File: config.mk
export PLATFORM = sky130hd
export DESIGN_NAME = midi_channel_message_parser_unit
export DESIGN_NICKNAME = d
export VERILOG_FILES = /design/src/mcmp_pkg.sv /design/src/midi_channel_message_parser_unit.sv /design/src/mcmp_step.sv
export SDC_FILE = /design/constraint.sdc
export NUM_CORES = 1
export LEC_CHECK = 0
export ABC_AREA = 1
export BUFFER_PORTS_ARGS = -buffer_cell sky130_fd_sc_hd__buf_2
export CAP_MARGIN = 25
export CELL_PAD_IN_SITES_DETAIL_PLACEMENT = 0
export CELL_PAD_IN_SITES_GLOBAL_PLACEMENT = 1
export CORE_MARGIN = 1
export CORE_UTILIZATION = 33
export DETAILED_ROUTE_END_ITERATION = 6
export PLACE_DENSITY = 0.69
export SLEW_MARGIN = 20
export SYNTH_ARGS = -nofsm -noshare
export SYNTH_HDL_FRONTEND = slang
export SYNTH_HIERARCHICAL = 1
export SYNTH_SLANG_ARGS = --single-unit
File: constraint.sdc
create_clock -name clk -period 2.4 [get_ports clk]
set_input_delay 0 -clock clk [delete_from_list [all_inputs] [get_ports clk]]
set_output_delay 0 -clock clk [all_outputs]
set_load 0.01 [all_outputs]
File: src/mcmp_pkg.sv
// ----------------------------------------------------------------------------
// mcmp_pkg
// Shared types and constants of the MIDI channel message parser: byte codes,
// status nibbles, event kinds, register indexes and the parser state record.
// ----------------------------------------------------------------------------
`default_nettype none

package mcmp_pkg;

    // System bytes
    localparam logic [7:0] BYTE_SYSEX_START = 8'hF0;
    localparam logic [7:0] BYTE_SYSEX_END   = 8'hF7;
    localparam logic [7:0] BYTE_NO_STATUS   = 8'h00;

    // Voice status nibbles
    localparam logic [3:0] NIB_NOTE_OFF         = 4'h8;
    localparam logic [3:0] NIB_NOTE_ON          = 4'h9;
    localparam logic [3:0] NIB_CONTROL_CHANGE   = 4'hB;
    localparam logic [3:0] NIB_PROGRAM_CHANGE   = 4'hC;
    localparam logic [3:0] NIB_CHANNEL_PRESSURE = 4'hD;
    localparam logic [3:0] NIB_PITCH_BEND       = 4'hE;

    // Data phase codes
    localparam logic [1:0] PHASE_IDLE   = 2'd0;
    localparam logic [1:0] PHASE_FIRST  = 2'd1;
    localparam logic [1:0] PHASE_SECOND = 2'd2;

    // Configuration register indexes
    localparam int unsigned CFG_INDEX_W = 1;
    localparam int unsigned CFG_DATA_W  = 4;
    localparam logic [CFG_INDEX_W-1:0] CFG_LISTEN_CHANNEL = 1'b0;
    localparam logic [CFG_INDEX_W-1:0] CFG_OMNI_MODE      = 1'b1;

    typedef enum logic [2:0] {
        EV_NOTE_ON        = 3'd0,
        EV_NOTE_OFF       = 3'd1,
        EV_CONTROL_CHANGE = 3'd2,
        EV_PITCH_BEND     = 3'd3,
        EV_PROGRAM_CHANGE = 3'd4,
        EV_SYSEX_START    = 3'd5,
        EV_SYSEX_DATA     = 3'd6,
        EV_SYSEX_END      = 3'd7
    } event_kind_t;

    typedef struct packed {
        logic [7:0] running_status;
        logic [1:0] data_phase;
        logic [6:0] held_first_data;
        logic       in_sysex;
    } parse_state_t;

    typedef struct packed {
        event_kind_t kind;
        logic [3:0]  channel;
        logic [6:0]  first;
        logic [6:0]  second;
    } midi_event_t;

endpackage

`default_nettype wire

File: src/midi_channel_message_parser_unit.sv
// ----------------------------------------------------------------------------
// midi_channel_message_parser_unit
// Running-status MIDI parser: one byte in, at most one decoded event out.
// Input reg, then result reg; the parse step is a single shallow pass.
// Throughput: one byte per cycle unless an event byte waits on a held result reg.
// A byte that decodes to no event leaves the pipe without using the result
// register, so it never waits on out_ready.
// Reset (rst_n low, async): pipe empty, no running status, not in sysex,
// listen_channel 0, omni off.
// ----------------------------------------------------------------------------
`default_nettype none

module midi_channel_message_parser_unit
    import mcmp_pkg::*;
(
    input  wire logic                   clk,
    input  wire logic                   rst_n,

    // configuration write port
    input  wire logic                   cfg_write_en,
    input  wire logic [CFG_INDEX_W-1:0] cfg_index,
    input  wire logic [CFG_DATA_W-1:0]  cfg_data,

    // byte input channel
    input  wire logic                   in_valid,
    output logic                        in_ready,
    input  wire logic [7:0]             midi_byte,

    // event output channel
    output logic                        out_valid,
    input  wire logic                   out_ready,
    output logic [2:0]                  event_kind,
    output logic [3:0]                  channel_number,
    output logic [6:0]                  first_value,
    output logic [6:0]                  second_value
);

    // configuration registers
    logic [3:0]   listen_channel_reg;
    logic         omni_mode_reg;

    // input stage
    logic         byte_valid_reg;
    logic [7:0]   byte_reg;

    // parser state
    parse_state_t state_reg;
    parse_state_t state_next;

    // result stage
    logic         out_valid_reg;
    midi_event_t  event_reg;

    logic         step_emit;
    midi_event_t  step_event;
    logic         advance;
    logic         out_free;

    // Configuration: the user writes only while the pipe is idle (unchecked).
    always_ff @(posedge clk or negedge rst_n)
    begin
        if (!rst_n)
        begin
            listen_channel_reg <= 4'd0;
            omni_mode_reg      <= 1'b0;
        end
        else if (cfg_write_en)
        begin
            unique case (cfg_index)
                CFG_LISTEN_CHANNEL: listen_channel_reg <= cfg_data;
                CFG_OMNI_MODE:      omni_mode_reg      <= cfg_data[0];
                default:            ;
            endcase
        end
    end

    mcmp_step u_step (
        .midi_byte      (byte_reg),
        .cur_state      (state_reg),
        .listen_channel (listen_channel_reg),
        .omni_mode      (omni_mode_reg),
        .next_state     (state_next),
        .emit           (step_emit),
        .event_out      (step_event)
    );

    // The result slot is free when empty or being drained this cycle.
    assign out_free = !out_valid_reg || out_ready;
    // Advance the held byte unless it has an event and the slot is busy.
    assign advance  = byte_valid_reg && (!step_emit || out_free);
    assign in_ready = !byte_valid_reg || advance;

    // Input register: capture a new beat whenever the stage frees up.
    always_ff @(posedge clk or negedge rst_n)
    begin
        if (!rst_n)
            byte_valid_reg <= 1'b0;
        else if (in_ready)
            byte_valid_reg <= in_valid;
    end

    always_ff @(posedge clk)
    begin
        if (in_ready && in_valid)
            byte_reg <= midi_byte;
    end

    // Parser state: commit only when the byte actually leaves the stage.
    always_ff @(posedge clk or negedge rst_n)
    begin
        if (!rst_n)
        begin
            state_reg.running_status  <= BYTE_NO_STATUS;
            state_reg.data_phase      <= PHASE_IDLE;
            state_reg.held_first_data <= 7'd0;
            state_reg.in_sysex        <= 1'b0;
        end
        else if (advance)
        begin
            state_reg <= state_next;
        end
    end

    // Result register: load on an emitting advance, drop when taken.
    always_ff @(posedge clk or negedge rst_n)
    begin
        if (!rst_n)
            out_valid_reg <= 1'b0;
        else if (advance && step_emit)
            out_valid_reg <= 1'b1;
        else if (out_ready)
            out_valid_reg <= 1'b0;
    end

    always_ff @(posedge clk)
    begin
        if (advance && step_emit)
            event_reg <= step_event;
    end

    assign out_valid      = out_valid_reg;
    assign event_kind     = event_reg.kind;
    assign channel_number = event_reg.channel;
    assign first_value    = event_reg.first;
    assign second_value   = event_reg.second;

endmodule

`default_nettype wire

File: src/mcmp_step.sv
// ----------------------------------------------------------------------------
// mcmp_step
// Single-byte parse step: classifies one byte against the current parser
// state and yields the next state and at most one decoded event.
// ----------------------------------------------------------------------------
`default_nettype none

module mcmp_step
    import mcmp_pkg::*;
(
    input  wire logic [7:0]   midi_byte,
    input  wire parse_state_t cur_state,
    input  wire logic [3:0]   listen_channel,
    input  wire logic         omni_mode,
    output parse_state_t      next_state,
    output logic              emit,
    output midi_event_t       event_out
);

    logic [3:0] status_nib;
    logic [3:0] status_ch;
    logic       chan_ok;

    assign status_nib = cur_state.running_status[7:4];
    assign status_ch  = cur_state.running_status[3:0];
    assign chan_ok    = (status_ch == listen_channel) || omni_mode;

    always_comb
    begin
        next_state = cur_state;
        emit       = 1'b0;
        event_out  = '{kind: EV_SYSEX_DATA, channel: 4'd0, first: 7'd0, second: 7'd0};

        priority if (midi_byte > BYTE_SYSEX_END)
        begin
            // realtime: drop
        end
        else if (midi_byte >= BYTE_SYSEX_START)
        begin
            next_state.running_status = BYTE_NO_STATUS;
            next_state.data_phase     = PHASE_IDLE;
            if (midi_byte == BYTE_SYSEX_START)
            begin
                next_state.in_sysex = 1'b1;
                emit                = 1'b1;
                event_out.kind      = EV_SYSEX_START;
            end
            else if (midi_byte == BYTE_SYSEX_END && cur_state.in_sysex)
            begin
                next_state.in_sysex = 1'b0;
                emit                = 1'b1;
                event_out.kind      = EV_SYSEX_END;
            end
        end
        else if (cur_state.in_sysex)
        begin
            emit            = 1'b1;
            event_out.kind  = EV_SYSEX_DATA;
            event_out.first = midi_byte[6:0];
        end
        else if (midi_byte[7])
        begin
            next_state.running_status = midi_byte;
            next_state.data_phase     = PHASE_FIRST;
        end
        else if (cur_state.running_status == BYTE_NO_STATUS)
        begin
            // stray data byte: drop
        end
        else if (cur_state.data_phase != PHASE_SECOND)
        begin
            if (status_nib == NIB_PROGRAM_CHANGE || status_nib == NIB_CHANNEL_PRESSURE)
            begin
                next_state.data_phase = PHASE_FIRST;
                if (status_nib == NIB_PROGRAM_CHANGE && chan_ok)
                begin
                    emit              = 1'b1;
                    event_out.kind    = EV_PROGRAM_CHANGE;
                    event_out.channel = status_ch;
                    event_out.first   = midi_byte[6:0];
                end
            end
            else
            begin
                next_state.held_first_data = midi_byte[6:0];
                next_state.data_phase      = PHASE_SECOND;
            end
        end
        else
        begin
            next_state.data_phase = PHASE_FIRST;
            event_out.channel     = status_ch;
            event_out.first       = cur_state.held_first_data;
            event_out.second      = midi_byte[6:0];
            if (chan_ok)
            begin
                unique case (status_nib)
                    NIB_NOTE_ON:
                    begin
                        emit = 1'b1;
                        if (midi_byte[6:0] != 7'd0)
                            event_out.kind = EV_NOTE_ON;
                        else
                            event_out.kind = EV_NOTE_OFF;
                    end
                    NIB_NOTE_OFF:
                    begin
                        emit           = 1'b1;
                        event_out.kind = EV_NOTE_OFF;
                    end
                    NIB_CONTROL_CHANGE:
                    begin
                        emit           = 1'b1;
                        event_out.kind = EV_CONTROL_CHANGE;
                    end
                    NIB_PITCH_BEND:
                    begin
                        emit           = 1'b1;
                        event_out.kind = EV_PITCH_BEND;
                    end
                    default:
                    begin
                        // poly pressure: consume
                    end
                endcase
            end
        end
    end

endmodule

`default_nettype wire

==> results of run 1 <==
worst register-to-register path: cells and delay by family (launching register included):
kind	cells	cell delay, ns
buf+inv	3	0.43
flops	1	0.41
simple gates	10	1.00
Yosys cell counts:
| library cell | count |
|---|---|
| o21ai_2 | 7 |
| nand2_1 | 109 |
| dfrtp_1 | 25 |
| nor3_1 | 5 |
| o211ai_1 | 1 |
| o21ai_0 | 20 |
| a21oi_1 | 3 |
| clkbuf_1 | 1 |
| a21boi_0 | 1 |
| nor3_4 | 2 |
| o22ai_1 | 7 |
| nand4_1 | 2 |
| nor2_1 | 29 |
| nand2_4 | 1 |
| nand3_1 | 31 |
| buf_6 | 2 |
| buf_2 | 2 |
| inv_1 | 37 |
| edfxtp_1 | 29 |
| a32oi_1 | 1 |
| nand3b_1 | 1 |
| buf_1 | 1 |
| nand3_4 | 1 |
| nor2_4 | 1 |
| nand2_2 | 2 |
| nor2_2 | 1 |
| nand4_4 | 1 |
kinds of logic (layout without fill, tap and decap cells):
kind of cell    after synthesis  count (layout)
simple gates                186             186
flops                        54              54
buf+inv                      43             118
compound gates               40              40
final cells by class:
| class | instances | area (um2) |
|---|---|---|
| clock inverters | 1 | 8.76 |
| inverters | 37 | 143 |
| fillers | 793 | 4440 |
| flip-flops and latches | 54 | 1500 |
| clock buffers | 7 | 96.3 |
| repair buffers | 73 | 493 |
| well taps | 102 | 128 |
| multi-input cells | 226 | 1080 |
report_power, final:
group | total (W) | switching, W | internal (W)
logic | 0.000641 | 0.000399 | 0.000241
registers | 0.00122 | 0.000104 | 0.00111
clock network | 0.000562 | 0.000297 | 0.000265
total | 0.00242 | 0.000801 | 0.00162
path summary, 6_finish.rpt:
| check | from | end | slack, ns | depth (start not counted) |
|---|---|---|---|---|
| max | state_reg[12]$_DFFE_PN0P_ | byte_reg[5]$_DFFE_PP_ | 0.26 | 13 |
| min | out_ready | out_valid$_DFFE_PN0P_ | 0.02 | 4 |
| max reg2reg | state_reg[12]$_DFFE_PN0P_ | byte_reg[5]$_DFFE_PP_ | 0.26 | 13 |
| min reg2reg | state_reg[6]$_DFFE_PN0P_ | state_reg[6]$_DFFE_PN0P_ | 0.50 | 2 |
| max in group asynchronous | rst_n | state_reg[15]$_DFFE_PN0P_ | 1.72 | 2 |
| min in group asynchronous | rst_n | state_reg[6]$_DFFE_PN0P_ | 0.24 | 2 |
timing repair:
action	CTS	global route
hold endpoints to repair	39	0
endpoints found under the setup margin	0	8
hold buffers	18	0
gates resized for setup	0	6
setup buffers	0	4
stage by stage:
step	setup WS [ns]	area [um2]	hold slack [ns]	cells	power (W)
final	0.259	3450	0.0174	500	0.00242
after floorplan	0.312	2750	-0.296	323	0.00165
after CTS	0.185	3410	0.0194	496	0.00243
after global placement	0.225	3120	0.0574	470	0.00184
after detailed placement	0.233	3120	0.0580	470	0.00184
after global routing	0.0464	3450	0.0542	500	0.00258
routing by layer:
layer  vias up  global-route usage  wire length [um]
li1       1210                   -                 -
met1      1114               0.226              3310
met2        64               0.293              3210
met3        21              0.0293               278
met4         0              0.0808               242
met5         -                   0                 0
==> flow_summary.yaml, run 1 <==
min_path:
  min_path_type: "in2reg"
synthesis:
  yosysSeqAreaShare: 0.544
  synth_top_family_by_area: "simple AND/OR/NAND/NOR gates"
  synth_area_leaders: "edfxtp_1, dfrtp_1, nand2_1"
  muxShareOfSynthArea: 0
  ys_warn_count: 6
  syn_nets: 341
  synthSimpleGateAreaFrac: 0.302
  postSynthCellCount: 323
  synth_compound_area_frac: 0.0887
  synthesis.area_um2: 2750
  avgSynthCellArea_um2: 8.51
  yosys.area_share.adder: 0
  synth_seq_cells: 54
  synth_top_area_frac: 0.317
  synth-xor-area-share: 0
  yosysTopAreaCell: "edfxtp_1"
  synthDistinctLibCells: 27
floorplanning:
  row_count: 32
  die_h_um: 93.3
  ioPinCount: 41
  start_util: 0.349
  core_area_um2: 7890
  die_x_um: 93.3
  dieArea_um2: 8700
power_and_ir_drop:
  p_leak_nw: 1.63
  power_density_nw_per_um2: 702
  max-vdd-ir-drop_v: 0.000249
final_layout:
  layout_commonest_cell: "nand2_1"
  diodes: 0
  final_layout_size_suffix_gt1_frac: 0.214
  layout.nets: 415
  area_delta_synth_final_pct: 25.4
  largest_register_ffs: 18
  mostFrequentLayoutCells: "nand2_1, buf_2, inv_1"
  final_util: 0.437
placement:
  place_hpwl_um: 5250
  port-buffer-count: 40
  gp_congestion: 0.858
worst_setup_path:
  crit_chain: "inv_1 -> nand2_1 -> nand2_1 -> nor2_1 -> nand2_1 -> nand2_2 -> nand3_1 -> nand3_1 -> nand2_1 -> inv_2 -> nand4_1 -> nand2_2 -> clkinvlp_4"
  slowest_stage: "dfrtp_1"
  crit_arrival_ns: 2.16
  cp_num_buf_inv: 3
  crit_type: "reg2reg"
  cpPeakStageDelay_ns: 0.41
  path_delay_family: "simple AND/OR/NAND/NOR gates"
  path_common_cell: "nand2_1"
  required_ns: 2.42
  crit_path_max_fanout: 8
  start_kind: "register"
  end_kind: "register"
routing:
  finalWirelength_um: 7040
  dr.first_iter.drc_count: 118
  vias: 2409
  detail-route-antenna-nets: 0
  drc: 0
  wl_per_cell_um: 14.1
  via_per_inst: 4.82
  first_pass_iters: 4
timing:
  tightest_slew_ns: 0.633
  min_period_ns: 2.14
  fmax_ghz: 0.467
  setup_viol: 0
  finalClockSkew_ns: 0.00710
  rsz0062_at_grt: "false"
  max_slew_margin: 0.578
  maxSlewViolCount: 0
  timing.final.crit_share: 0.892
  hold_viol_final: 0
  tns_ns: 0
clock_tree:
  cts.htree.levels: 2
  tritoncts: "yes"
  clockBufferDepth: 2
  clk_latency_ns: 0.31
  cts_sinks: 54
  cts-buffers-inserted: 5
  cts_root_buffer: "clkbuf_8"
  clk_pin_slew_ns: 0.10
grt:
  antenna_found_initial: 0
  grt_pass1_vias: 2374
  grt_usage: 0.177
  grt_pass1_wl_um: 11600
  overflow: 0
  grt_max_degree: 26
job:
  drv_cap: 0
status:
  status: "completed"
Power figures use the tool's default switching activity.
==> run 2: changes to the inputs <==
--- a/config.mk
+++ b/config.mk
@@ -6,14 +6,14 @@
 export NUM_CORES = 1
 export LEC_CHECK = 0
 export ABC_AREA = 1
-export BUFFER_PORTS_ARGS = -buffer_cell sky130_fd_sc_hd__buf_2
+export BUFFER_PORTS_ARGS = -buffer_cell sky130_fd_sc_hd__clkbuf_2
 export CAP_MARGIN = 25
 export CELL_PAD_IN_SITES_DETAIL_PLACEMENT = 0
 export CELL_PAD_IN_SITES_GLOBAL_PLACEMENT = 1
 export CORE_MARGIN = 1
 export CORE_UTILIZATION = 33
 export DETAILED_ROUTE_END_ITERATION = 6
-export PLACE_DENSITY = 0.69
+export PLACE_DENSITY = 0.61
 export SLEW_MARGIN = 20
 export SYNTH_ARGS = -nofsm -noshare
 export SYNTH_HDL_FRONTEND = slang
==> flow_summary.yaml, run 2 (synthesized netlist as in run 1, its figures left out) <==
status:
  status: "completed"
floorplanning:
  ioPinCount: 41
  dieArea_um2: 8700
  die_h_um: 93.3
  row_count: 32
  core_area_um2: 7890
  die_x_um: 93.3
  start_util: 0.349
final_layout:
  largest_register_ffs: 18
  layout_commonest_cell: "nand2_1"
  final_layout_size_suffix_gt1_frac: 0.185
  diodes: 0
  layout.nets: 411
  area_delta_synth_final_pct: 24.3
  mostFrequentLayoutCells: "nand2_1, clkbuf_2, inv_1"
power_and_ir_drop:
  comb_power_share: 0.259
  power_density_nw_per_um2: 717
  p_clk_frac: 0.245
  seqPwrFrac: 0.496
  power.total_w: 0.00245
  max-vdd-ir-drop_v: 0.000299
  p_sw_frac: 0.322
  p_leak_nw: 1.63
  p_int_w: 0.00166
  switchingPower_w: 0.000788
timing:
  finalClockSkew_ns: 0.00695
  timing.final.crit_share: 0.901
  rsz0062_at_grt: "false"
  max_slew_margin: 0.527
  hold_viol_final: 0
  maxSlewViolCount: 0
  tns_ns: 0
  min_period_ns: 2.16
  fmax_ghz: 0.463
  setup_viol: 0
  tightest_slew_ns: 0.709
worst_setup_path:
  cpPeakStageDelay_ns: 0.60
  start_kind: "register"
  slowest_stage: "edfxtp_1"
  path_common_cell: "inv_1"
  crit_type: "reg2reg"
  end_kind: "register"
  crit_arrival_ns: 2.13
  crit_chain: "nand4_4 -> inv_1 -> o211ai_1 -> nand2_1 -> inv_1 -> nand4_1 -> nand2_1 -> inv_1"
  required_ns: 2.37
  crit_path_max_fanout: 8
placement:
  port-buffer-count: 40
  place_hpwl_um: 5160
  gp_congestion: 0.809
grt:
  overflow: 0
  grt_pass1_vias: 2288
  grt_usage: 0.179
  grt_pass1_wl_um: 11600
  grt_max_degree: 26
  antenna_found_initial: 0
routing:
  vias: 2322
  dr.first_iter.drc_count: 123
  wl_per_cell_um: 14.3
  finalWirelength_um: 7110
  via_per_inst: 4.68
  drc: 0
  detail-route-antenna-nets: 0
  first_pass_iters: 4
job:
  drv_cap: 0
clock_tree:
  clk_pin_slew_ns: 0.09
  cts.htree.levels: 2
  cts_root_buffer: "clkbuf_8"
  cts-buffers-inserted: 5
  clk_latency_ns: 0.30
  cts_setup_buffers: 0
  clockBufferDepth: 2
  cts_sinks: 54
  tritoncts: "yes"
min_path:
  min_path_type: "in2reg"
==> run 2: changes by cell type in the layout (fill, tap and decap cells not counted), sizes merged <==
cell,delta
inv,+1
buf,-44
clkinvlp,-1
bufinv,+1
clkinv,-1
clkbuf,+40
==> run 2: repair_timing <==
item | in CTS | in global routing
hold buffers | 18 | 0
endpoints found under the hold margin | 39 | 0
resized for setup | 0 | 0
==> run 2: critical path, delay by kind of cell, from the launching register on <==
family	cells	cell delay (ns)
buffers and inverters	3	0.52
flip-flops	1	0.60
AND/OR/NAND/NOR	4	0.55
AO/OA/AOI/OAI	1	0.16
==> run 2: worst paths after layout <==
path,startpoint,end,slack [ns],cells after the start
worst min register to register,omni_mode_reg$_DFFE_PN0P_,omni_mode_reg$_DFFE_PN0P_,0.50,2
worst max register to register,byte_reg[7]$_DFFE_PP_,byte_reg[1]$_DFFE_PP_,0.24,8
worst max-delay path,byte_reg[7]$_DFFE_PP_,byte_reg[1]$_DFFE_PP_,0.24,8
max in group asynchronous,rst_n,state_reg[13]$_DFFE_PN0P_,1.67,2
min in group asynchronous,rst_n,state_reg[2]$_DFFE_PN0P_,0.27,2
worst min-delay path,cfg_write_en,omni_mode_reg$_DFFE_PN0P_,0.01,3
==> run 2: layout make-up <==
type / count / area, um2
inverters: 37 / 139
multi-input cells: 226 / 1070
repair buffers: 69 / 475
flip-flops and latches: 54 / 1500
clock inverters: 1 / 30.0
clock buffers: 7 / 76.3
fillers: 807 / 4470
well taps: 102 / 128
==> run 2: layer usage <==
| metal | global-route usage | part of all wire | vias up |
|---|---|---|---|
| li1 | - | - | 1199 |
| met1 | 0.236 | 0.48 | 1057 |
| met2 | 0.309 | 0.47 | 64 |
| met3 | 0.0285 | 0.048 | 2 |
| met4 | 0.0372 | 0.0053 | 0 |
| met5 | 0 | 0 | - |
==> run 2: power groups by stage <==
stage / logic (W) / clock network, W / registers (W)
global placement: 0.000618 / 0 / 0.00124
CTS: 0.000643 / 0.000627 / 0.00122
floorplan: 0.000424 / 0 / 0.00122
global route: 0.000729 / 0.000658 / 0.00124
finish: 0.000636 / 0.000599 / 0.00122
detailed placement: 0.000617 / 0 / 0.00123
==> run 2: through the flow <==
step | setup slack [ns] | area (um2) | hold WS, ns | util | instances
floorplan | 0.312 | 2750 | -0.296 | - | 323
global placement | 0.267 | 3130 | 0.0927 | 0.397 | 470
detailed placement | 0.290 | 3130 | 0.0892 | 0.397 | 470
CTS | 0.267 | 3420 | 0.00732 | 0.434 | 496
global route | 0.0868 | 3420 | 0.0258 | 0.434 | 496
finish | 0.238 | 3420 | 0.0144 | 0.434 | 496
